--- config.mk ---
export PLATFORM = sky130hd
export DESIGN_NAME = lsdm_access
export DESIGN_NICKNAME = d
export VERILOG_FILES = /design/src/sv/lsdm_pkg.sv /design/src/sv/lsdm_access.sv
export SDC_FILE = /design/constraint.sdc
export NUM_CORES = 1
export LEC_CHECK = 0
export BUFFER_PORTS_ARGS = -buffer_cell sky130_fd_sc_hd__buf_4
export CAP_MARGIN = 20
export CORE_ASPECT_RATIO = 0.75
export CORE_MARGIN = 10
export CORE_UTILIZATION = 40
export DETAILED_ROUTE_END_ITERATION = 12
export PLACE_DENSITY = 0.66
export SLEW_MARGIN = 10
export SYNTH_ARGS = -nofsm -noshare
export SYNTH_HDL_FRONTEND = slang
export SYNTH_SLANG_ARGS = --single-unit
--- constraint.sdc ---
create_clock -name clk -period 5.55 [get_ports clk]
set_input_delay 1.11 -clock clk [delete_from_list [all_inputs] [get_ports clk]]
set_output_delay 1.11 -clock clk [all_outputs]
set_load 0.01 [all_outputs]
--- src/sv/lsdm_pkg.sv ---
// Shared types, constants and helpers for the RV32I load/store data memory.
// No dependencies; every other file of the block refers to this package.
package lsdm_pkg;

    // Memory size in bytes; a power of two, byte addresses wrap modulo this size
    localparam int MEM_SIZE_BYTES = 65536;
    localparam int LANES          = 4;
    localparam int ADDR_W         = $clog2(MEM_SIZE_BYTES);
    localparam int ROWS           = MEM_SIZE_BYTES / LANES;
    localparam int ROW_W          = ADDR_W - 2;

    typedef enum logic [1:0] {
        OP_READ       = 2'd0,
        OP_WRITE_REQ  = 2'd1,
        OP_WRITE_DATA = 2'd2
    } op_t;

    typedef enum logic [2:0] {
        KIND_LB  = 3'd0,
        KIND_LBU = 3'd1,
        KIND_LH  = 3'd2,
        KIND_LHU = 3'd3,
        KIND_LW  = 3'd4,
        KIND_SB  = 3'd5,
        KIND_SH  = 3'd6,
        KIND_SW  = 3'd7
    } kind_t;

    typedef enum logic {
        RESP_READ = 1'b0,
        RESP_DONE = 1'b1
    } resp_t;

    // Per-lane memory command for one cycle
    typedef struct packed {
        logic [LANES-1:0]            rd_en;
        logic [LANES-1:0]            wr_en;
        logic [LANES-1:0][ROW_W-1:0] row;
        logic [LANES-1:0][7:0]       wdata;
    } mem_cmd_t;

    // Item in flight between the memory read and the result register
    typedef struct packed {
        logic       valid;
        resp_t      rsp;
        kind_t      kind;
        logic [1:0] off;
        logic [4:0] dest;
        logic [4:0] src;
    } stage_t;

    // Number of bytes a load kind reads; store kinds read nothing
    function automatic logic [2:0] load_count(kind_t kind);
        logic [2:0] n;
        case (kind)
            KIND_LB, KIND_LBU: n = 3'd1;
            KIND_LH, KIND_LHU: n = 3'd2;
            KIND_LW:           n = 3'd4;
            default:           n = 3'd0;
        endcase
        return n;
    endfunction

    // Number of bytes a store writes; SW is capped at four, load kinds write nothing
    function automatic logic [2:0] store_count(kind_t kind, logic [2:0] vbytes);
        logic [2:0] n;
        case (kind)
            KIND_SB: n = 3'd1;
            KIND_SH: n = 3'd2;
            KIND_SW: n = (vbytes > 3'd4) ? 3'd4 : vbytes;
            default: n = 3'd0;
        endcase
        return n;
    endfunction

endpackage

--- src/sv/lsdm_access.sv ---
// Request side: write pairing, byte-lane address split, clearing pass and
// the stage register for items waiting on memory read data. Uses lsdm_pkg.
module lsdm_access (
    input  logic                 clk,
    input  logic                 rst_n,
    input  logic                 in_valid,
    output logic                 in_ready,
    input  logic [1:0]           operation,
    input  logic [2:0]           access_kind,
    input  logic [31:0]          address,
    input  logic [31:0]          write_data,
    input  logic [2:0]           valid_bytes,
    input  logic [4:0]           dest_reg,
    input  logic [4:0]           source_reg,
    input  logic                 s1_ready,
    output lsdm_pkg::stage_t     s1,
    output lsdm_pkg::mem_cmd_t   cmd
);

    // Held write halves
    logic                           held_req_valid_reg,  held_req_valid_next;
    logic [31:0]                    held_req_addr_reg,   held_req_addr_next;
    lsdm_pkg::kind_t                held_req_kind_reg,   held_req_kind_next;
    logic                           held_data_valid_reg, held_data_valid_next;
    logic [31:0]                    held_data_word_reg,  held_data_word_next;
    logic [2:0]                     held_data_count_reg, held_data_count_next;

    // Clearing pass after reset
    logic                           clear_reg,     clear_next;
    logic [lsdm_pkg::ROW_W-1:0]     clear_row_reg, clear_row_next;

    lsdm_pkg::stage_t               s1_reg, s1_next;

    logic                           accept;
    logic                           produce;
    logic                           is_read;
    logic                           is_write;
    lsdm_pkg::resp_t                rsp;
    lsdm_pkg::kind_t                in_kind;
    logic [31:0]                    acc_addr;
    logic [31:0]                    acc_word;
    logic [2:0]                     acc_count;
    logic [1:0]                     off;
    logic [lsdm_pkg::ROW_W-1:0]     base_row;
    logic [1:0]                     idx [lsdm_pkg::LANES];
    logic                           lane_on [lsdm_pkg::LANES];

    assign in_kind  = lsdm_pkg::kind_t'(access_kind);
    assign in_ready = !clear_reg && (!s1_reg.valid || s1_ready);
    assign accept   = in_valid && in_ready;

    // Decode the word and pair write halves
    always_comb
    begin
        held_req_valid_next  = held_req_valid_reg;
        held_req_addr_next   = held_req_addr_reg;
        held_req_kind_next   = held_req_kind_reg;
        held_data_valid_next = held_data_valid_reg;
        held_data_word_next  = held_data_word_reg;
        held_data_count_next = held_data_count_reg;
        produce   = 1'b0;
        is_read   = 1'b0;
        is_write  = 1'b0;
        rsp       = lsdm_pkg::RESP_READ;
        acc_addr  = address;
        acc_word  = write_data;
        acc_count = 3'd0;
        case (lsdm_pkg::op_t'(operation))
            lsdm_pkg::OP_READ:
            begin
                produce   = 1'b1;
                is_read   = 1'b1;
                acc_count = lsdm_pkg::load_count(in_kind);
            end
            lsdm_pkg::OP_WRITE_REQ:
            begin
                if (held_data_valid_reg)
                begin
                    produce              = 1'b1;
                    is_write             = 1'b1;
                    rsp                  = lsdm_pkg::RESP_DONE;
                    acc_word             = held_data_word_reg;
                    acc_count            = lsdm_pkg::store_count(in_kind, held_data_count_reg);
                    held_data_valid_next = 1'b0;
                end
                else
                begin
                    held_req_valid_next = 1'b1;
                    held_req_addr_next  = address;
                    held_req_kind_next  = in_kind;
                end
            end
            lsdm_pkg::OP_WRITE_DATA:
            begin
                if (held_req_valid_reg)
                begin
                    produce             = 1'b1;
                    is_write            = 1'b1;
                    rsp                 = lsdm_pkg::RESP_DONE;
                    acc_addr            = held_req_addr_reg;
                    acc_count           = lsdm_pkg::store_count(held_req_kind_reg, valid_bytes);
                    held_req_valid_next = 1'b0;
                end
                else
                begin
                    held_data_valid_next = 1'b1;
                    held_data_word_next  = write_data;
                    held_data_count_next = valid_bytes;
                end
            end
            default:
            begin
            end
        endcase
    end

    // Split the access over the byte lanes; a lane below the offset wraps to the next row
    assign off      = acc_addr[1:0];
    assign base_row = acc_addr[lsdm_pkg::ADDR_W-1:2];

    always_comb
    begin
        for (int j = 0; j < lsdm_pkg::LANES; j++)
        begin
            idx[j]         = 2'(j) - off;
            lane_on[j]     = {1'b0, idx[j]} < acc_count;
            cmd.rd_en[j]   = accept && is_read && lane_on[j];
            cmd.wr_en[j]   = accept && is_write && lane_on[j];
            cmd.row[j]     = base_row + lsdm_pkg::ROW_W'((2'(j) < off) ? 1 : 0);
            cmd.wdata[j]   = acc_word[8*idx[j] +: 8];
            if (clear_reg)
            begin
                cmd.rd_en[j] = 1'b0;
                cmd.wr_en[j] = 1'b1;
                cmd.row[j]   = clear_row_reg;
                cmd.wdata[j] = 8'h00;
            end
        end
    end

    // Step the clearing pass one row per cycle
    always_comb
    begin
        clear_next     = clear_reg;
        clear_row_next = clear_row_reg;
        if (clear_reg)
        begin
            clear_row_next = clear_row_reg + 1'b1;
            if (clear_row_reg == lsdm_pkg::ROW_W'(lsdm_pkg::ROWS - 1))
            begin
                clear_next = 1'b0;
            end
        end
    end

    // Load the stage register when it is empty or moves on
    always_comb
    begin
        s1_next = s1_reg;
        if (!s1_reg.valid || s1_ready)
        begin
            s1_next.valid = accept && produce;
            s1_next.rsp   = rsp;
            s1_next.kind  = in_kind;
            s1_next.off   = off;
            s1_next.dest  = dest_reg;
            s1_next.src   = source_reg;
        end
    end

    always_ff @(posedge clk or negedge rst_n)
    begin
        if (!rst_n)
        begin
            held_req_valid_reg  <= 1'b0;
            held_data_valid_reg <= 1'b0;
            clear_reg           <= 1'b1;
            clear_row_reg       <= '0;
            s1_reg              <= '0;
        end
        else
        begin
            clear_reg     <= clear_next;
            clear_row_reg <= clear_row_next;
            s1_reg        <= s1_next;
            if (accept)
            begin
                held_req_valid_reg  <= held_req_valid_next;
                held_data_valid_reg <= held_data_valid_next;
            end
        end
    end

    // Held payload needs no reset
    always_ff @(posedge clk)
    begin
        if (accept)
        begin
            held_req_addr_reg   <= held_req_addr_next;
            held_req_kind_reg   <= held_req_kind_next;
            held_data_word_reg  <= held_data_word_next;
            held_data_count_reg <= held_data_count_next;
        end
    end

    assign s1 = s1_reg;

`ifndef ASSERT_OFF
    // Never hold both halves of a write at once
    a_one_half_held: assert property (@(posedge clk) disable iff (!rst_n)
        !(held_req_valid_reg && held_data_valid_reg))
        else $error("both write halves held");

    // Clearing pass writes every lane and blocks input
    a_clear_all_lanes: assert property (@(posedge clk) disable iff (!rst_n)
        clear_reg |-> (cmd.wr_en == '1) && (cmd.rd_en == '0) && !in_ready)
        else $error("clearing pass not writing all lanes");

    // A stalled stage keeps its item
    a_stage_holds: assert property (@(posedge clk) disable iff (!rst_n)
        s1_reg.valid && !s1_ready |=> s1_reg.valid && $stable(s1_reg))
        else $error("stage item lost under stall");

    // No memory traffic from an item that is not accepted
    a_no_stray_access: assert property (@(posedge clk) disable iff (!rst_n)
        !clear_reg && !accept |-> (cmd.wr_en == '0) && (cmd.rd_en == '0))
        else $error("memory access without accepted word");
`endif

endmodule

=== Yosys cells after proc, flatten, opt, wreduce, memory -nomap -nowiden ===
Cells that the tools add are included.

* $add $sub $neg: 9
* $mul: 0
* Div/mod/pow operators: 0
* Magnitude comparators: 10
* Equal/unequal tests: 15
* Shifts and indexed selects: 4
* Multiplexer cells: 43
* Bitwise operators: 2
* Reductions and logical operators: 25

{| class="wikitable"
|+ Operators with widths
! cell !! number
|-
| 32-bit by 6-bit variable part select with 8-bit output || 4
|-
| 32-bit two-way mux || 2
|-
| 14-bit by 1-bit adder with 14-bit output || 4
|-
| 14-bit two-way mux || 4
|-
| 3-bit case mux with 3 select lines || 4
|-
| 16-bit two-way mux || 2
|-
| 8-bit two-way mux || 4
|-
| 3-bit equality test, second input constant || 7
|-
| 1-bit two-way mux || 19
|-
| 14-bit by 1-bit adder with 14-bit output, second input constant || 1
|-
| 14-bit equality test, second input constant || 1
|-
| 1-bit logical AND || 13
|-
| 2-bit by 3-bit < comparator with 1-bit output || 4
|-
| 3-bit two-way mux || 4
|-
| 3-bit AND reduction || 4
|-
| 3-bit by 2-bit equality test with 1-bit output, second input constant || 2
|-
| 3-bit greater-than comparator, second input constant || 2
|-
| 1-bit case mux with 2 select lines || 3
|-
| 1-bit by 2-bit < comparator with 1-bit output, first input constant || 2
|-
| 2-bit < comparator, first input constant || 2
|-
| 2-bit != test, second input constant || 2
|-
| 2-bit OR reduction || 2
|-
| 1-bit by 2-bit subtractor with 2-bit output, first input constant || 2
|-
| 2-bit subtractor, first input constant || 2
|-
| 10 further kinds || 12
|}

* Register bits after elaboration: 88
* Bits in latches: 0
* Memory bits (writable): 0
* Memory bits (read-only): 0
* Input bits: 86
* Output and inout bits: 114
* Logic and storage cells: 122
* Memories kept: 0

=== Depth between registers and ports, before layout ===
* Depth in word-level cells: 8
* Mapped depth: 14
* Mapped depth without buffers: 11

=== Worst setup path after synthesis ===
No wires, ideal clock.

* Path type: input -> output
* From: in operation[0]
* To: out cmd[90] (netlist bit)
* Arrival: 3.867 ns
* Data required time: 4.440 ns
* Setup slack: 0.573 ns
* Stages: 13
* Path buffers: 4
* Cell sequence: inv_1 ha_1 and2_1 buf_6 mux2i_2 clkbuf_1 ha_1 clkbuf_1 clkinv_1 clkbuf_1 ha_1 a21o_1 a31oi_1

{| class="wikitable"
|+ RTL lines
! element !! line !! RTL
|-
| from (decl) || lsdm_access.sv:8 || <nowiki>input logic [1:0] operation,</nowiki>
|-
| to (decl) || lsdm_access.sv:17 || <nowiki>output lsdm_pkg::mem_cmd_t cmd</nowiki>
|}

==> metrics.log <==
[metrics] run status: completed
[metrics] routed wire length per instance: 18.8 µm
[metrics] total routed wirelength: 19,600 µm
[metrics] transition at the pin with the smallest max-transition slack: 0.885 ns
[metrics] Max-Cap Viols: 0
[metrics] Detailed Place HPWL: 15,200 µm
[metrics] number of enable-type register cells in the synthesized netlist: 54
[metrics] Buffers & Inverters on Critical Path: 4
[metrics] clock insertion delay at the later pin of the skew report: 0.35 ns
[metrics] maximum fanout along the worst path: 25
[metrics] skew final: 0.00767 ns
[metrics] pin count of the biggest net entering global routing: 61
[metrics] max-slew headroom at the worst pin: 40.5%
[metrics] category of the critical setup timing path: in -> out
[metrics] Root Buffer: sky130_fd_sc_hd__clkbuf_16
[metrics] row count: 38
[metrics] leakage: 3.36 nW
[metrics] final critical-path required period: 5.01 ns
[metrics] grt met2 use: 30.2%
[metrics] final period utilization: 90.2%
[metrics] First-pass DRT Iterations: 5
[metrics] Mapped Cells: 667
[metrics] # fillers: 1,309
[metrics] first-pass GRT wire length: 31,000 µm
[metrics] launch point of the worst hold path: s1[7]
[metrics] final net count: 942
[metrics] die width: 163 µm
[metrics] dominant cells by area after synthesis: sky130_fd_sc_hd__edfxtp_1 27%, sky130_fd_sc_hd__dfrtp_1 14%, sky130_fd_sc_hd__mux2i_1 13%, sky130_fd_sc_hd__nand2_1 11%, sky130_fd_sc_hd__xnor2_1 4.5%
[metrics] data arrival time at the worst-slack endpoint: 3.90 ns
[metrics] CTS Hold Buffers Added: 0
[metrics] class of the tightest hold or removal check: reg -> reg
[metrics] total track usage: 18.5%
[metrics] Ys Warns: 0
[metrics] global routing usage on met1: 24.0%
[metrics] initial DRC count: 333
[metrics] CTS tree: done
[metrics] final count of hold timing violations: 0
[metrics] summed instance area of the synthesized netlist: 0.00610 mm²
[metrics] initial cell density of the core: 41.5%
[metrics] CP Launch Point: operation[0]
[metrics] detailed-route via count: 5,679
[metrics] number of antenna violations at the first check in global routing: 0
[metrics] area growth from synthesis to layout: 30.5%
[metrics] origin of the critical flop-to-flop path: clear_reg
[metrics] overall die height: 127 µm
[metrics] ratio of routed vias to standard cells: 5.44
[metrics] number of H-tree levels: 3
[metrics] final sum of negative setup slack: 0 ns
[metrics] ratio of cells with drive above 1 in the final layout: 28.0%
[metrics] area share of the leading cell type in the synthesized netlist: 26.6%
[metrics] Max Buffers Root-to-Sink: 2
[metrics] critical path endpoint category: output pin
[metrics] startpoint class of the critical path: input port
[metrics] remaining global-route overflow: 0
[metrics] number of buffers added on ports: 183
[metrics] CP max-delay cell: sky130_fd_sc_hd__or4_1
[metrics] placed standard-cell area: 0.00767 mm²
[metrics] cell with the most instances after synthesis: sky130_fd_sc_hd__nand2_1
[metrics] cell-by-cell listing of the critical path: buf_4 > inv_1 > ha_1 > and2_2 > buf_4 > nand2_1 > nand2_1 > ha_1 > ha_1 > nand2_1 > or4_1 > nand4_1 > buf_4
[metrics] buffers inserted during post-CTS setup optimization: 0
[metrics] leading cell types by count after synthesis: 173 x sky130_fd_sc_hd__nand2_1, 82 x sky130_fd_sc_hd__mux2i_1, 54 x sky130_fd_sc_hd__edfxtp_1
[metrics] die area: 0.0206 mm²
[metrics] total setup violations reported at the end of the flow: 0
[metrics] average size of a mapped cell: 9.14 µm²
[metrics] slack of the worst reg-to-reg path: 2.67 ns
[metrics] met3 GRT Util: 5.07%
[metrics] highest ir drop seen on vdd: 0.000146 V
[metrics] clock sink count: 88
[metrics] Antenna Cells: 0
[metrics] CORE AREA: 0.0147 mm²
[metrics] Required @ worst endpoint: 4.44 ns
[metrics] flip-flop and latch count after synthesis: 88
[metrics] Resized cells post-CTS: 0
[metrics] Largest register FFs: 32
[metrics] maximum cell stage delay along the critical path: 0.42 ns
[metrics] max-slew violations: 0
[metrics] most congested layer reported by global routing: met2
[metrics] post-synthesis cell type with the largest combined area: sky130_fd_sc_hd__edfxtp_1
[metrics] post-route design area: 0.00796 mm²
[metrics] RD Place Congestion: 0.904
[metrics] unrepaired setup endpoints after global routing: false
[metrics] top-level I/O count: 200
[metrics] number of buffers created by CTS: 9
[metrics] post-synth cell types: 51
[metrics] maximum frequency from static timing analysis: 0.200 GHz
[metrics] detailed-route DRC error count: 0
[metrics] Top Family by Delay on Critical Path: simple AND/OR/NAND/NOR gates
[metrics] number of nets with antenna violations after routing: 0
[metrics] power density cells: 262 mW/mm²
[metrics] register area share after synthesis: 40.6%
[metrics] number of global-route vias before repair: 5,672
[metrics] Top FF cell, synth: sky130_fd_sc_hd__edfxtp_1
[metrics] Clock transition at path regs: 0.07 ns
[metrics] net count after synthesis: 770
[metrics] fraction of synthesis flops using an asynchronous set or reset pin: 38.6%
-- stage by stage --
| step | instances | util, % | worst slack, ns | hold WS (ns) | power, mW |
|---|---|---|---|---|---|
| after floorplan | 667 | - | 0.573 | 0.456 | 1.16 |
| after global placement | 1028 | 52.2 | 0.665 | 0.454 | 1.49 |
| after detailed placement | 1028 | 52.2 | 0.543 | 0.462 | 1.51 |
| after CTS | 1044 | 54.2 | 0.528 | 0.478 | 2.11 |
| after global routing | 1044 | 54.2 | 0.373 | 0.501 | 2.20 |
| final | 1044 | 54.2 | 0.544 | 0.479 | 2.08 |
-- cell families after synthesis --
| logic type | count (synthesis) | share of synthesized area, % |
|---|---|---|
| xor gates and xnor gates | 37 | 5.31 |
| AOI/OAI and AO/OA | 109 | 10.3 |
| adders and majority gates | 17 | 3.49 |
| muxes | 96 | 16.8 |
| and+or+nand+nor | 262 | 19.3 |
| buffers and inverters | 58 | 4.21 |
| DFF | 88 | 40.6 |
-- report_power, final --
part	internal (mW)	switching [mW]	leakage (nW)	total (mW)
logic	0.330	0.393	2.29	0.723
registers	0.735	0.0311	0.925	0.766
clock network	0.313	0.280	0.143	0.593
-- area by class of cell --
cell class                      count  area [µm²]  area share [%]
Clock buffer                        9         225            2.83
Clock inverter                      7        57.6           0.723
Inverter                           24        90.1            1.13
Multi-Input combinational cell    521        3390            42.6
Sequential cell                    88        2480            31.1
Tap cell                          200         250            3.15
Timing Repair Buffer              195        1460            18.4
-- tightest hold or removal path, stage by stage, from the launching register on --
cell and delay [ns]:
sky130_fd_sc_hd__dfrtp_1 0.35, sky130_fd_sc_hd__nand2_1 0.05, sky130_fd_sc_hd__nand2_1 0.05
-- worst paths after layout --
kind,cells after the start,endpoint
min,2,s1[7]
max reg2reg,6,clear_row_reg[11]
max in group asynchronous,1,clear_reg
min reg2reg,2,s1[7]
max,13,cmd[72]
min in group asynchronous,1,s1[3]
-- placed cells by master (no fill, tap or decap), types with 20 or more instances in the layout --
| cell type | n |
|---|---|
| sky130_fd_sc_hd__nand4_1 | 32 |
| sky130_fd_sc_hd__buf_4 | 195 |
| sky130_fd_sc_hd__xnor2_1 | 31 |
| sky130_fd_sc_hd__o21ai_1 | 20 |
| sky130_fd_sc_hd__edfxtp_1 | 54 |
| sky130_fd_sc_hd__nand2_1 | 173 |
| sky130_fd_sc_hd__a21oi_1 | 39 |
| sky130_fd_sc_hd__o21ai_0 | 21 |
| sky130_fd_sc_hd__inv_1 | 22 |
| sky130_fd_sc_hd__dfrtp_1 | 33 |
| sky130_fd_sc_hd__mux2i_1 | 81 |
-- per-layer routing --
layer	vias to the layer above	share of wire (%)
li1	2712	-
met1	2772	44
met2	181	48
met3	14	7.1
met4	0	0.96
met5	-	0
(Power assumes the default switching activity.)
