===== config.mk =====
export PLATFORM = sky130hd
export DESIGN_NAME = lsdm_resp
export DESIGN_NICKNAME = d
export VERILOG_FILES = /design/src/sv/lsdm_pkg.sv /design/src/sv/lsdm_resp.sv
export SDC_FILE = /design/constraint.sdc
export NUM_CORES = 1
export LEC_CHECK = 0
export BUFFER_PORTS_ARGS = -buffer_cell sky130_fd_sc_hd__buf_2
export CAP_MARGIN = 40
export CORE_UTILIZATION = 54
export CTS_BUF_LIST = sky130_fd_sc_hd__clkbuf_16
export CTS_CLUSTER_DIAMETER = 120
export CTS_CLUSTER_SIZE = 16
export DETAILED_ROUTE_END_ITERATION = 8
export PLACE_DENSITY = 0.95
export SKIP_CTS_REPAIR_TIMING = 1
export SYNTH_ARGS = -nofsm -noshare
export SYNTH_HDL_FRONTEND = slang
export SYNTH_SLANG_ARGS = --single-unit
export TNS_END_PERCENT = 5

===== constraint.sdc =====
create_clock -name clk -period 3.62 [get_ports clk]
set_input_delay 0.362 -clock clk [delete_from_list [all_inputs] [get_ports clk]]
set_output_delay 0.362 -clock clk [all_outputs]
set_load 0.02 [all_outputs]

===== src/sv/lsdm_pkg.sv =====
// Shared types, constants and helpers for the RV32I load/store data memory.
// No dependencies; every other file of the block refers to this package.
package lsdm_pkg;

    // Memory size in bytes; a power of two, byte addresses wrap modulo this size
    localparam int MEM_SIZE_BYTES = 65536;
    localparam int LANES          = 4;
    localparam int ADDR_W         = $clog2(MEM_SIZE_BYTES);
    localparam int ROWS           = MEM_SIZE_BYTES / LANES;
    localparam int ROW_W          = ADDR_W - 2;

    typedef enum logic [1:0] {
        OP_READ       = 2'd0,
        OP_WRITE_REQ  = 2'd1,
        OP_WRITE_DATA = 2'd2
    } op_t;

    typedef enum logic [2:0] {
        KIND_LB  = 3'd0,
        KIND_LBU = 3'd1,
        KIND_LH  = 3'd2,
        KIND_LHU = 3'd3,
        KIND_LW  = 3'd4,
        KIND_SB  = 3'd5,
        KIND_SH  = 3'd6,
        KIND_SW  = 3'd7
    } kind_t;

    typedef enum logic {
        RESP_READ = 1'b0,
        RESP_DONE = 1'b1
    } resp_t;

    // Per-lane memory command for one cycle
    typedef struct packed {
        logic [LANES-1:0]            rd_en;
        logic [LANES-1:0]            wr_en;
        logic [LANES-1:0][ROW_W-1:0] row;
        logic [LANES-1:0][7:0]       wdata;
    } mem_cmd_t;

    // Item in flight between the memory read and the result register
    typedef struct packed {
        logic       valid;
        resp_t      rsp;
        kind_t      kind;
        logic [1:0] off;
        logic [4:0] dest;
        logic [4:0] src;
    } stage_t;

    // Number of bytes a load kind reads; store kinds read nothing
    function automatic logic [2:0] load_count(kind_t kind);
        logic [2:0] n;
        case (kind)
            KIND_LB, KIND_LBU: n = 3'd1;
            KIND_LH, KIND_LHU: n = 3'd2;
            KIND_LW:           n = 3'd4;
            default:           n = 3'd0;
        endcase
        return n;
    endfunction

    // Number of bytes a store writes; SW is capped at four, load kinds write nothing
    function automatic logic [2:0] store_count(kind_t kind, logic [2:0] vbytes);
        logic [2:0] n;
        case (kind)
            KIND_SB: n = 3'd1;
            KIND_SH: n = 3'd2;
            KIND_SW: n = (vbytes > 3'd4) ? 3'd4 : vbytes;
            default: n = 3'd0;
        endcase
        return n;
    endfunction

endpackage


===== src/sv/lsdm_resp.sv =====
// Result side: byte reassembly, sign/zero extension and the output register.
// Uses lsdm_pkg for the stage type and access kinds.
module lsdm_resp (
    input  logic                            clk,
    input  logic                            rst_n,
    input  lsdm_pkg::stage_t                s1,
    input  logic [lsdm_pkg::LANES-1:0][7:0] lane_data,
    output logic                            s1_ready,
    output logic                            out_valid,
    input  logic                            out_ready,
    output logic                            response_kind,
    output logic [31:0]                     read_value,
    output logic [4:0]                      dest_tag,
    output logic [4:0]                      source_tag
);

    logic        out_valid_reg;
    logic        kind_reg,   kind_next;
    logic [31:0] value_reg,  value_next;
    logic [4:0]  dest_reg_q, src_reg_q;
    logic [31:0] raw;

    assign s1_ready = !out_valid_reg || out_ready;

    // Rotate lanes back into byte order
    always_comb
    begin
        for (int i = 0; i < lsdm_pkg::LANES; i++)
        begin
            raw[8*i +: 8] = lane_data[2'(i) + s1.off];
        end
    end

    // Extend the loaded value
    always_comb
    begin
        kind_next = (s1.rsp == lsdm_pkg::RESP_DONE);
        case (s1.kind)
            lsdm_pkg::KIND_LB:  value_next = {{24{raw[7]}}, raw[7:0]};
            lsdm_pkg::KIND_LBU: value_next = {24'h0, raw[7:0]};
            lsdm_pkg::KIND_LH:  value_next = {{16{raw[15]}}, raw[15:0]};
            lsdm_pkg::KIND_LHU: value_next = {16'h0, raw[15:0]};
            lsdm_pkg::KIND_LW:  value_next = raw;
            default:            value_next = 32'h0;
        endcase
        if (s1.rsp == lsdm_pkg::RESP_DONE)
        begin
            value_next = 32'h0;
        end
    end

    always_ff @(posedge clk or negedge rst_n)
    begin
        if (!rst_n)
        begin
            out_valid_reg <= 1'b0;
        end
        else if (s1_ready)
        begin
            out_valid_reg <= s1.valid;
        end
    end

    // Load result payload
    always_ff @(posedge clk)
    begin
        if (s1_ready && s1.valid)
        begin
            kind_reg   <= kind_next;
            value_reg  <= value_next;
            dest_reg_q <= (s1.rsp == lsdm_pkg::RESP_DONE) ? 5'd0 : s1.dest;
            src_reg_q  <= (s1.rsp == lsdm_pkg::RESP_DONE) ? 5'd0 : s1.src;
        end
    end

    assign out_valid     = out_valid_reg;
    assign response_kind = kind_reg;
    assign read_value    = value_reg;
    assign dest_tag      = dest_reg_q;
    assign source_tag    = src_reg_q;

endmodule


======== Word-level counts from Yosys, hierarchy flattened ========
Cells that the tools add are included.
word-level totals
  latch bits .............................. 0
  logic and storage cells ................. 29
  flip-flop bits (word level) ............. 44
  ROM bits ................................ 0
  memories kept ........................... 0
  output and inout port bits .............. 45
  bits in writable memories ............... 0
operators by class
  div/mod/pow operators ................... 0
  reductions and logical operators ........ 4
  equal/unequal tests ..................... 4
  $lt $le $gt $ge ......................... 4
  bitwise gates (word level) .............. 0
  $mul .................................... 0
  add/subtract/negate cells ............... 3
  muxes and demuxes ....................... 9
  shift operators ......................... 0
operators by type and width
  kind                   count
  $pmux W32 S5           1
  $bmux W8 S2            4
  $mux W8                4
  $lt A2 B3 Y1 const B   4
  $eq A3 B2 Y1 const B   2
  $add A2 B2 Y2 const A  2
  $eq A3 B1 Y1 const B   1
  $eq A3 B3 Y1 const B   1
  $logic_not A3 Y1       1
  $add A1 B2 Y2 const A  1
  $logic_and A1 B1 Y1    1
  $logic_not A1 Y1       1
  $logic_or A1 B1 Y1     1

======== Depth between registers and ports, before layout ========
Gate-level depths: netlist of run 1.
  depth in word-level cells ............... 4
  gate-level depth with buffers ........... 6
  mapped depth without buffers ............ 3

======== Worst setup path before layout of run 1 ========
Ideal clock, no wire load.
  kind .................................... flip-flop to flip-flop
  start point ............................. reg out_valid_reg (netlist: out_valid)
  end point ............................... reg dest_reg_q[0] (netlist: dest_tag[0]) (enable)
  setup time .............................. 0.405 ns
  setup slack ............................. 1.435 ns
  cell stages (with the launch flop) ...... 3
  arrival time ............................ 1.780 ns
  required time ........................... 3.215 ns
  cell sequence ........................... dfrtp_1 nand2b_1 and2_1
between the ends
  word-level cells in the longest chain between the ends .. 3
ends and longest elaborated chain
  what                    line             RTL
  start, declared         lsdm_resp.sv:17  logic out_valid_reg;
  start signal, assigned  lsdm_resp.sv:60  out_valid_reg <= s1.valid;
  $logic_not A1 Y1        lsdm_resp.sv:23  assign s1_ready = !out_valid_reg || out_ready;
  $logic_or A1 B1 Y1      lsdm_resp.sv:23
  named net s1_ready      lsdm_resp.sv:8   output logic s1_ready,
  $logic_and A1 B1 Y1     lsdm_resp.sv:67  if (s1_ready && s1.valid)
  end signal, assigned    lsdm_resp.sv:71  dest_reg_q <= (s1.rsp == lsdm_pkg::RESP_DONE) ? 5'd0 : s1.dest;
  end, declared           lsdm_resp.sv:20  logic [4:0] dest_reg_q, src_reg_q;
The timed path passes the listed nets, and every way through them passes these cells.
A chain may end at the register's enable or synchronous reset.

======== Worst setup path in the final report of run 1 ========
  start point ............................. in s1[10] (netlist name)
  end point ............................... reg value_reg[28] (netlist: read_value[28]), data pin
between the ends
  word-level cells in the longest chain between the ends .. 4
  elaborated cells between the ends (all ways) .. 9
ends and longest elaborated chain
  what                                                   line             RTL
  start, declared                                        lsdm_resp.sv:6   input lsdm_pkg::stage_t s1,
  $add A2 B2 Y2 / $add A1 B2 Y2 (equally long branches)  lsdm_resp.sv:30  raw[8*i +: 8] = lane_data[2'(i) + s1.off];
  $bmux W8 S2                                            lsdm_resp.sv:30
  $mux W8 (implied by the code)                          lsdm_resp.sv:30
  $pmux W32 S5 *                                         lsdm_resp.sv:38  case (s1.kind)
  end signal, assigned                                   lsdm_resp.sv:70  value_reg <= value_next;
  end, declared                                          lsdm_resp.sv:19  logic [31:0] value_reg, value_next;
Every way passes the cells marked *; elsewhere a longest branch is shown, timed or not. The select of a mux whose other input is x is not followed.

==> results of run 1 <==
-- worst register-to-register path, cell delays in order (launching register included) --
cell      delay (ns)
dfrtp_1         0.38
nand2b_1        0.11
and2_2          0.39
buf_12          0.25
-- cells by family after synthesis --
logic type             count (synthesis)
AND/OR/NAND/NOR                       47
flip-flops                            44
AO/OA/AOI/OAI                         35
multiplexers                          35
buffers and inverters                 16
-- layer usage --
metal | track usage | vias to the layer above | share of wire
met4 | 0.0893 | 0 | 0.030
li1 | - | 906 | -
met3 | 0.0542 | 22 | 0.090
met1 | 0.295 | 1019 | 0.35
met2 | 0.430 | 156 | 0.53
met5 | 0 | - | 0
-- power by group --
| group | total, mW | switching [mW] | internal, mW |
|---|---|---|---|
| Combinational | 0.266 | 0.146 | 0.120 |
| Clock | 0.499 | 0.178 | 0.321 |
| Sequential | 0.601 | 0.00765 | 0.594 |
| Total | 1.37 | 0.331 | 1.04 |
-- area by class of cell --
class / count / area share
tap: 67 / 0.0251
clock buffer: 5 / 0.0374
clock inverter: 3 / 0.0116
sequential: 44 / 0.394
timing repair buffer: 101 / 0.162
multi-input combinational: 117 / 0.371
-- path summary, 6_finish.rpt --
kind	to	slack [ns]	startpoint	depth (start not counted)
setup reg to reg	read_value[0]$_SDFFCE_PP0P_	2.19	out_valid$_DFFE_PN0N_	3
hold / removal	out_valid$_DFFE_PN0N_	0.28	s1[16]	2
hold reg to reg	out_valid$_DFFE_PN0N_	0.54	out_valid$_DFFE_PN0N_	2
max in group asynchronous	out_valid$_DFFE_PN0N_	3.16	rst_n	2
setup / recovery	read_value[28]$_SDFFCE_PP0P_	1.40	s1[10]	4
min in group asynchronous	out_valid$_DFFE_PN0N_	0.38	rst_n	2
-- cells in the final DEF (no fill, tap or decap), drive strengths merged, types with 2 or more instances in the layout --
cell type	netlist	final
buf	11	100
edfxtp	43	43
mux4	32	32
nor2b	21	21
nand2	17	17
a31oi	16	16
o21ai	9	9
a21oi	8	8
clkbuf	5	5
nand2b	3	3
mux2	3	3
and2	2	2
-- per-stage QoR --
stage	cell area (sq um)	hold slack [ns]	setup slack [ns]
final	3340	0.277	1.40
after global routing	3340	0.282	1.21
after CTS	3330	-0.158	1.41
after detailed placement	3170	0.141	1.22
after global placement	3130	0.136	1.36
after floorplan	2670	0.0664	1.44
==> flow_summary_export.csv, run 1 <==
group,metric,value,unit
sta,setup_viol,0,
clocking,cts_buffer_depth,2,
placement,dp.final_hpwl,4.47,mm
synth,synth_area_leaders,"edfxtp_1 (48%), mux4_2 (24%), nor2b_1 (4.9%)",
cells_and_area,antenna_cells,0,
critical_path,cp_slowest_stage_delay,0.69,ns
global_routing,antenna_found_initial,0,
sta,fin_crit_sh,0.615,
clocking,htreeDepth,2,
global_routing,grt.overflow.total,0,
cells_and_area,largest_reg_flops,32,
sta,period_minus_slack,2.22,ns
route,totalWireLength,6.26,mm
sta,final_hold_viol_count,0,
cells_and_area,syn_to_final_growth,25.3,%
synth,syn_nets,229,
global_routing,grtUsageTotal,0.244,
synth,ys_seq_area_frac,0.493,
critical_path,crit_fanout,36,
sta,max_freq,0.449,GHz
sta,worst_pin_slew,0.892,ns
critical_path,cp_cell_sequence,"buf_2, nor4_1, a32oi_2, a31oi_1",
sta,fin_setup_tns,0,ns
critical_path,crit_buf_inv,1,
synth,synth_flop_cell,"edfxtp_1",
die,start_util,0.561,
synth,synthArstFlopShare,0.0227,
synth,synth_edf_count,43,
global_routing,grt_pass1_wl,9.45,mm
synth,yosys.area_share.xor_xnor,0,
cells_and_area,multi_input_area,1240,sq um
clocking,cts_buffers,5,
critical_path,path_class,"in -> reg",
route,drc,0,
power,ir_worst_vdd,0.219,mV
die,die_height,72.3,um
global_routing,grt_pass1_vias,1904,
die,row_count,25,
sta,slew_headroom,0.405,
die,dieArea,5230,sq um
route,wire_per_inst,18.6,um
synth,syn_area,2670,sq um
die,core_region_area,4750,sq um
synth,syn-instance-count,177,
die,fp.dieW,72.3,um
power,power.static_leakage,1.30,nW
cells_and_area,nFillCells,308,
synth,yosys-top-cells-count,"edfxtp_1 (43), mux4_2 (29), nor2b_1 (21)",
cells_and_area,drive_above_1_share,0.530,
route,drtPass1Iterations,5,
synth,yosys_warnings,0,
clocking,cts_tree,"yes",
cells_and_area,finalNetCount,321,
synth,avgSynthCellArea,15.1,sq um
clocking,clk_latency,0.28,ns
cells_and_area,utilization,0.703,
critical_path,path_delay_family,"compound AO/OA/AOI/OAI gates",
clocking,clk_pin_slew,0.06,ns
route,vias,2103,
route,drt_iter0_drc,217,
synth,ys_types,23,
synth,synth-simple-area-share,0.0952,
cells_and_area,layoutNonFillerInstCount,337,
power,powerDensity,409,nW/um^2
critical_path,cp.required,3.59,ns
placement,dp_cells,328,
critical_path,slowest_stage,"a32oi_2",
synth,yosys_register_bits,44,
placement,gp_congestion,0.789,
cells_and_area,ff_latch_area,1320,sq um
synth,synth_top_family_by_area,"multiplexers",
job,cap_viol_max_count,0,
sta,rsz0062_at_grt,"no",
placement,io_buffer_count,96,
synth,yosys.cell_count.top_type,"edfxtp_1",
power,power,1.37,mW
synth,synth_compound_area_frac,0.0802,
min_path,min_path_type,"in -> reg",
sta,fin_skew,0.00437,ns
sta,drv_slew,0,
critical_path,arrival,2.19,ns
die,io_pins,97,
synth,synth_top_area_frac,0.484,
synth,yosys-mux-area-fraction,0.288,
synth,synth_adder_area_share,0,
global_routing,grt_max_degree,37,
critical_path,cp-start-kind,"input port",
outcome,status,"finished clean",
route,viasPerCell,6.24,
clocking,ctsRootBufferMaster,"clkbuf_16",
synth,synth_largest_area_cell,"edfxtp_1",
clocking,cts.sink_count,44,
route,ant_nets,0,
critical_path,worstSetupEndpointType,"register",
No activity file was read; power rests on OpenSTA's default activity.
==> inputs of run 2 (changes only) <==
Settings changed: CORE_UTILIZATION 54 to 45, PLACE_DENSITY 0.95 to 0.86.
Clock period 3.62 ns to 1.88 ns, I/O delays scaled along.
==> flow_summary_export.csv, run 2 (same netlist as run 1, synthesis figures left out) <==
group,metric,value,unit
sta,fin_hold_ws,0.105,ns
global_routing,grt_pass1_wl,9.36,mm
route,viasPerCell,5.82,
critical_path,crit_fanout,32,
global_routing,grtUsageTotal,0.199,
clocking,clk_latency,0.28,ns
sta,setup_viol,0,
cells_and_area,nFillCells,436,
clocking,cts_buffer_depth,2,
critical_path,worstSetupEndpointType,"register",
route,drt_iter0_drc,139,
global_routing,grt_pass1_vias,1914,
sta,drv_slew,0,
global_routing,antenna_found_initial,0,
sta,slew_headroom,0.652,
critical_path,cp.required,1.86,ns
sta,rsz0062_at_grt,"no",
power,power.static_leakage,1.32,nW
die,dieArea,6240,sq um
cells_and_area,final_cell_area,3400,sq um
cells_and_area,largest_reg_flops,32,
global_routing,grt.overflow.total,0,
job,cap_viol_max_count,0,
min_path,min_path_type,"in -> reg",
cells_and_area,antenna_cells,0,
sta,fin_setup_tns,0,ns
sta,fin_skew,0.00242,ns
sta,fin_crit_sh,0.742,
critical_path,slowest_stage,"dfrtp_1",
die,row_count,27,
placement,gp_congestion,0.845,
clocking,htreeDepth,2,
die,core_region_area,5610,sq um
placement,io_buffer_count,96,
sta,max_freq,0.717,GHz
power,power,2.63,mW
critical_path,path_class,"reg -> reg",
critical_path,cp-start-kind,"register",
critical_path,cp_cell_sequence,"nand2b_1, and2_2, buf_12",
sta,period_minus_slack,1.39,ns
outcome,status,"finished clean",
die,start_util,0.476,
sta,worst_pin_slew,0.521,ns
route,drtPass1Iterations,5,
power,ir_worst_vdd,0.443,mV
cells_and_area,drive_above_1_share,0.538,
route,totalWireLength,6.06,mm
clocking,cts.sink_count,44,
route,drc,0,
route,wire_per_inst,17.4,um
clocking,ctsRootBufferMaster,"clkbuf_16",
die,io_pins,97,
cells_and_area,syn_to_final_growth,27.6,%
cells_and_area,mostFrequentLayoutCell,"buf_2",
clocking,clk_pin_slew,0.06,ns
critical_path,cp_slowest_stage_delay,0.37,ns
route,vias,2021,
cells_and_area,final_cell_mix,"buf_2 (96), edfxtp_1 (43), mux4_2 (29)",
placement,dpl_cell_area,3230,sq um
die,fp.dieW,79.0,um
die,die_height,79.0,um
sta,final_hold_viol_count,0,
global_routing,grt_max_degree,37,
critical_path,arrival,1.38,ns
cells_and_area,finalNetCount,326,
placement,dp.final_hpwl,4.37,mm
clocking,cts_buffers,5,
route,ant_nets,0,
power,powerDensity,773,nW/um^2
clocking,cts_tree,"yes",
[run 2: changes by cell type in the layout (fill, tap and decap cells not counted)]
cell / before / now
buf_4: 2 / 6
buf_12: 1 / 3
buf_8: 1 / 0
[run 2: final timing paths]
path / slack, ns / endpoint / from / depth (start not counted)
worst max-delay path: 0.49 / read_value[4]$_SDFFCE_PP0P_ / out_valid$_DFFE_PN0N_ / 3
worst min-delay path: 0.11 / out_valid$_DFFE_PN0N_ / s1[16] / 2
worst max register to register: 0.49 / read_value[4]$_SDFFCE_PP0P_ / out_valid$_DFFE_PN0N_ / 3
worst min register to register: 0.54 / out_valid$_DFFE_PN0N_ / out_valid$_DFFE_PN0N_ / 2
max in group asynchronous: 1.56 / out_valid$_DFFE_PN0N_ / rst_n / 2
min in group asynchronous: 0.24 / out_valid$_DFFE_PN0N_ / rst_n / 2
[run 2: metrics by stage]
stage	setup slack, ns	std cells	util
after floorplan	0.146	177	-
after global placement	0.312	338	0.576
after detailed placement	0.269	338	0.576
after CTS	0.474	346	0.605
after global routing	0.398	347	0.607
final	0.486	347	0.607
[run 2: critical path, delay by kind of cell (launching register included)]
kind / cells / cell delay [ns]
DFF: 1 / 0.37
buffers and inverters: 1 / 0.25
and+or+nand+nor: 2 / 0.46
[run 2: per-layer routing]
| metal | global-route usage | share of wire | vias to the layer above |
|---|---|---|---|
| met5 | 0 | 0 | - |
| met4 | 0.0964 | 0.025 | 0 |
| met3 | 0.0448 | 0.094 | 13 |
| met2 | 0.347 | 0.52 | 115 |
| met1 | 0.231 | 0.36 | 978 |
| li1 | - | - | 915 |
[run 2: cell type report]
class                           instances  area, sq um  share of cell area
Tap cell                               72         90.1              0.0265
Multi-Input combinational cell        117         1240               0.364
Sequential cell                        44         1320               0.387
Clock inverter                          3         38.8              0.0114
Clock buffer                            5          125              0.0368
Timing Repair Buffer                  106          596               0.175
[run 2: power by group]
part	total (mW)	internal, mW	leakage (nW)	switching (mW)
sequential	1.16	1.14	0.438	0.0131
clock	0.962	0.619	0.0850	0.343
combinational	0.515	0.241	0.802	0.274
==> inputs of run 3 (changes only) <==
Clock period 1.88 ns to 1.2 ns, I/O delays scaled along.
==> flow_summary_export.csv, run 3 (same netlist as run 1, synthesis figures left out) <==
group,metric,value,unit
outcome,status,"finished clean",
cells_and_area,antenna_cells,0,
critical_path,worstSetupStartpoint,"s1[10]",
sta,max_freq,0.847,GHz
critical_path,arrival,1.20,ns
die,fp.dieW,79.0,um
power,pwr-share-seq,0.431,
critical_path,timing.rr.end,"read_value[2]$_SDFFCE_PP0P_",
clocking,htreeDepth,2,
min_path,min_from,"s1[16]",
route,totalWireLength,6.08,mm
cells_and_area,largest_reg_flops,32,
sta,setup_slack,0.0190,ns
clocking,cts_buffer_depth,2,
cells_and_area,mostFrequentLayoutCell,"buf_2",
placement,pre_cts_ws,-0.453,ns
die,io_pins,97,
critical_path,cp_cell_sequence,"buf_2, buf_12, mux4_2, nand2_1, a31oi_1",
sta,worst_pin_slew,0.492,ns
critical_path,slowest_stage,"mux4_2",
power,combPwrFrac,0.213,
power,power.static_leakage,1.43,nW
sta,final_hold_viol_count,0,
placement,io_buffer_count,96,
die,start_util,0.476,
placement,dp_cells,350,
power,clkPwrFrac,0.355,
critical_path,cp-start-kind,"input port",
die,core_region_area,5610,sq um
sta,drv_slew,0,
placement,gp_congestion,0.840,
cells_and_area,drive_above_1_share,0.578,
critical_path,r2r_start,"out_valid$_DFFE_PN0N_",
die,die_height,79.0,um
global_routing,grt_pass1_wl,9.49,mm
die,dieArea,6240,sq um
critical_path,cp_slowest_stage_delay,0.52,ns
sta,fin_hold_ws,0.0459,ns
route,drc,0,
route,drtPass1Iterations,4,
critical_path,cp.required,1.22,ns
sta,rsz0062_at_grt,"yes",
route,viasPerCell,5.73,
sta,setup_viol,0,
critical_path,path_class,"in -> reg",
route,wire_per_inst,16.8,um
cells_and_area,final_cell_mix,"buf_2 (95), edfxtp_1 (43), mux4_2 (30)",
power,ir_worst_vdd,0.641,mV
route,drt_iter0_drc,135,
critical_path,worstSetupEndpointType,"register",
clocking,clk_latency,0.28,ns
min_path,hold_end,"out_valid$_DFFE_PN0N_",
clocking,ctsRootBufferMaster,"clkbuf_16",
clocking,cts_tree,"yes",
cells_and_area,finalNetCount,340,
power,swShare,0.239,
power,p_int,3.20,mW
route,vias,2067,
critical_path,ff2ff_path_depth,3,
sta,fin_skew,0.00374,ns
cells_and_area,syn_to_final_growth,36.4,%
min_path,hold_depth,2,
global_routing,grt.overflow.total,0,
placement,dp.final_hpwl,4.50,mm
global_routing,grt_max_degree,33,
sta,slew_headroom,0.671,
route,ant_nets,0,
cells_and_area,nFillCells,417,
power,powerDensity,1160,nW/um^2
critical_path,r2r_slack,0.04,ns
sta,fin_crit_sh,0.984,
sta,period_minus_slack,1.18,ns
critical_path,crit_fanout,22,
global_routing,grtUsageTotal,0.202,
critical_path,worst-path-stages,5,
global_routing,antenna_found_initial,0,
die,row_count,27,
min_path,min_path_type,"in -> reg",
global_routing,grt_pass1_vias,1861,
clocking,clk_pin_slew,0.06,ns
clocking,cts_buffers,5,
power,switchingPower,1.01,mW
critical_path,path_delay_family,"multiplexers",
cells_and_area,ff_latch_area,1320,sq um
clocking,cts.sink_count,44,
critical_path,crit_buf_inv,2,
job,cap_viol_max_count,0,
cells_and_area,layoutNonFillerInstCount,361,
cells_and_area,multi_input_area,1270,sq um
run 3: power by group through the flow:
stage	clock network (mW)	registers [mW]	logic (mW)
after floorplan	0	1.96	0.418
after global placement	0	1.85	0.841
after detailed placement	0	1.85	0.869
after CTS	1.52	1.82	0.873
after global routing	1.59	1.82	0.963
final	1.50	1.82	0.898
run 3: routing by layer:
| layer | vias up | share of wire | global-route usage |
|---|---|---|---|
| li1 | 945 | - | - |
| met1 | 1001 | 0.41 | 0.294 |
| met2 | 117 | 0.49 | 0.313 |
| met3 | 4 | 0.089 | 0.0345 |
| met4 | 0 | 0.0087 | 0.0564 |
| met5 | - | 0 | 0 |
run 3: metrics by stage:
step | total power, mW | area (sq um) | util | TNS (ns)
2_1_floorplan | 2.38 | 2700 | - | -9.73
3_3_place_gp | 2.69 | 3400 | 0.607 | -8.66
3_5_place_dp | 2.72 | 3400 | 0.607 | -10.50
4_1_cts | 4.21 | 3570 | 0.636 | -1.94
5_1_grt | 4.38 | 3640 | 0.649 | -0.0858
6_report | 4.21 | 3640 | 0.649 | 0
run 3: area by class of cell:
class / instances / area share
Sequential cell: 44 / 0.362
Timing Repair Buffer: 120 / 0.219
Multi-Input combinational cell: 117 / 0.350
Tap cell: 72 / 0.0247
Clock buffer: 5 / 0.0344
Clock inverter: 3 / 0.0103
run 3: worst max-delay path by stage:
| stage | to |
|---|---|
| 2_1_floorplan | dest_tag[0]$_SDFFCE_PP0P_ |
| 3_3_place_gp | read_value[13]$_SDFFCE_PP0P_ |
| 3_5_place_dp | read_value[22]$_SDFFCE_PP0P_ |
| 4_1_cts | read_value[22]$_SDFFCE_PP0P_ |
| 5_1_grt | read_value[26]$_SDFFCE_PP0P_ |
| 6_report | read_value[26]$_SDFFCE_PP0P_ |
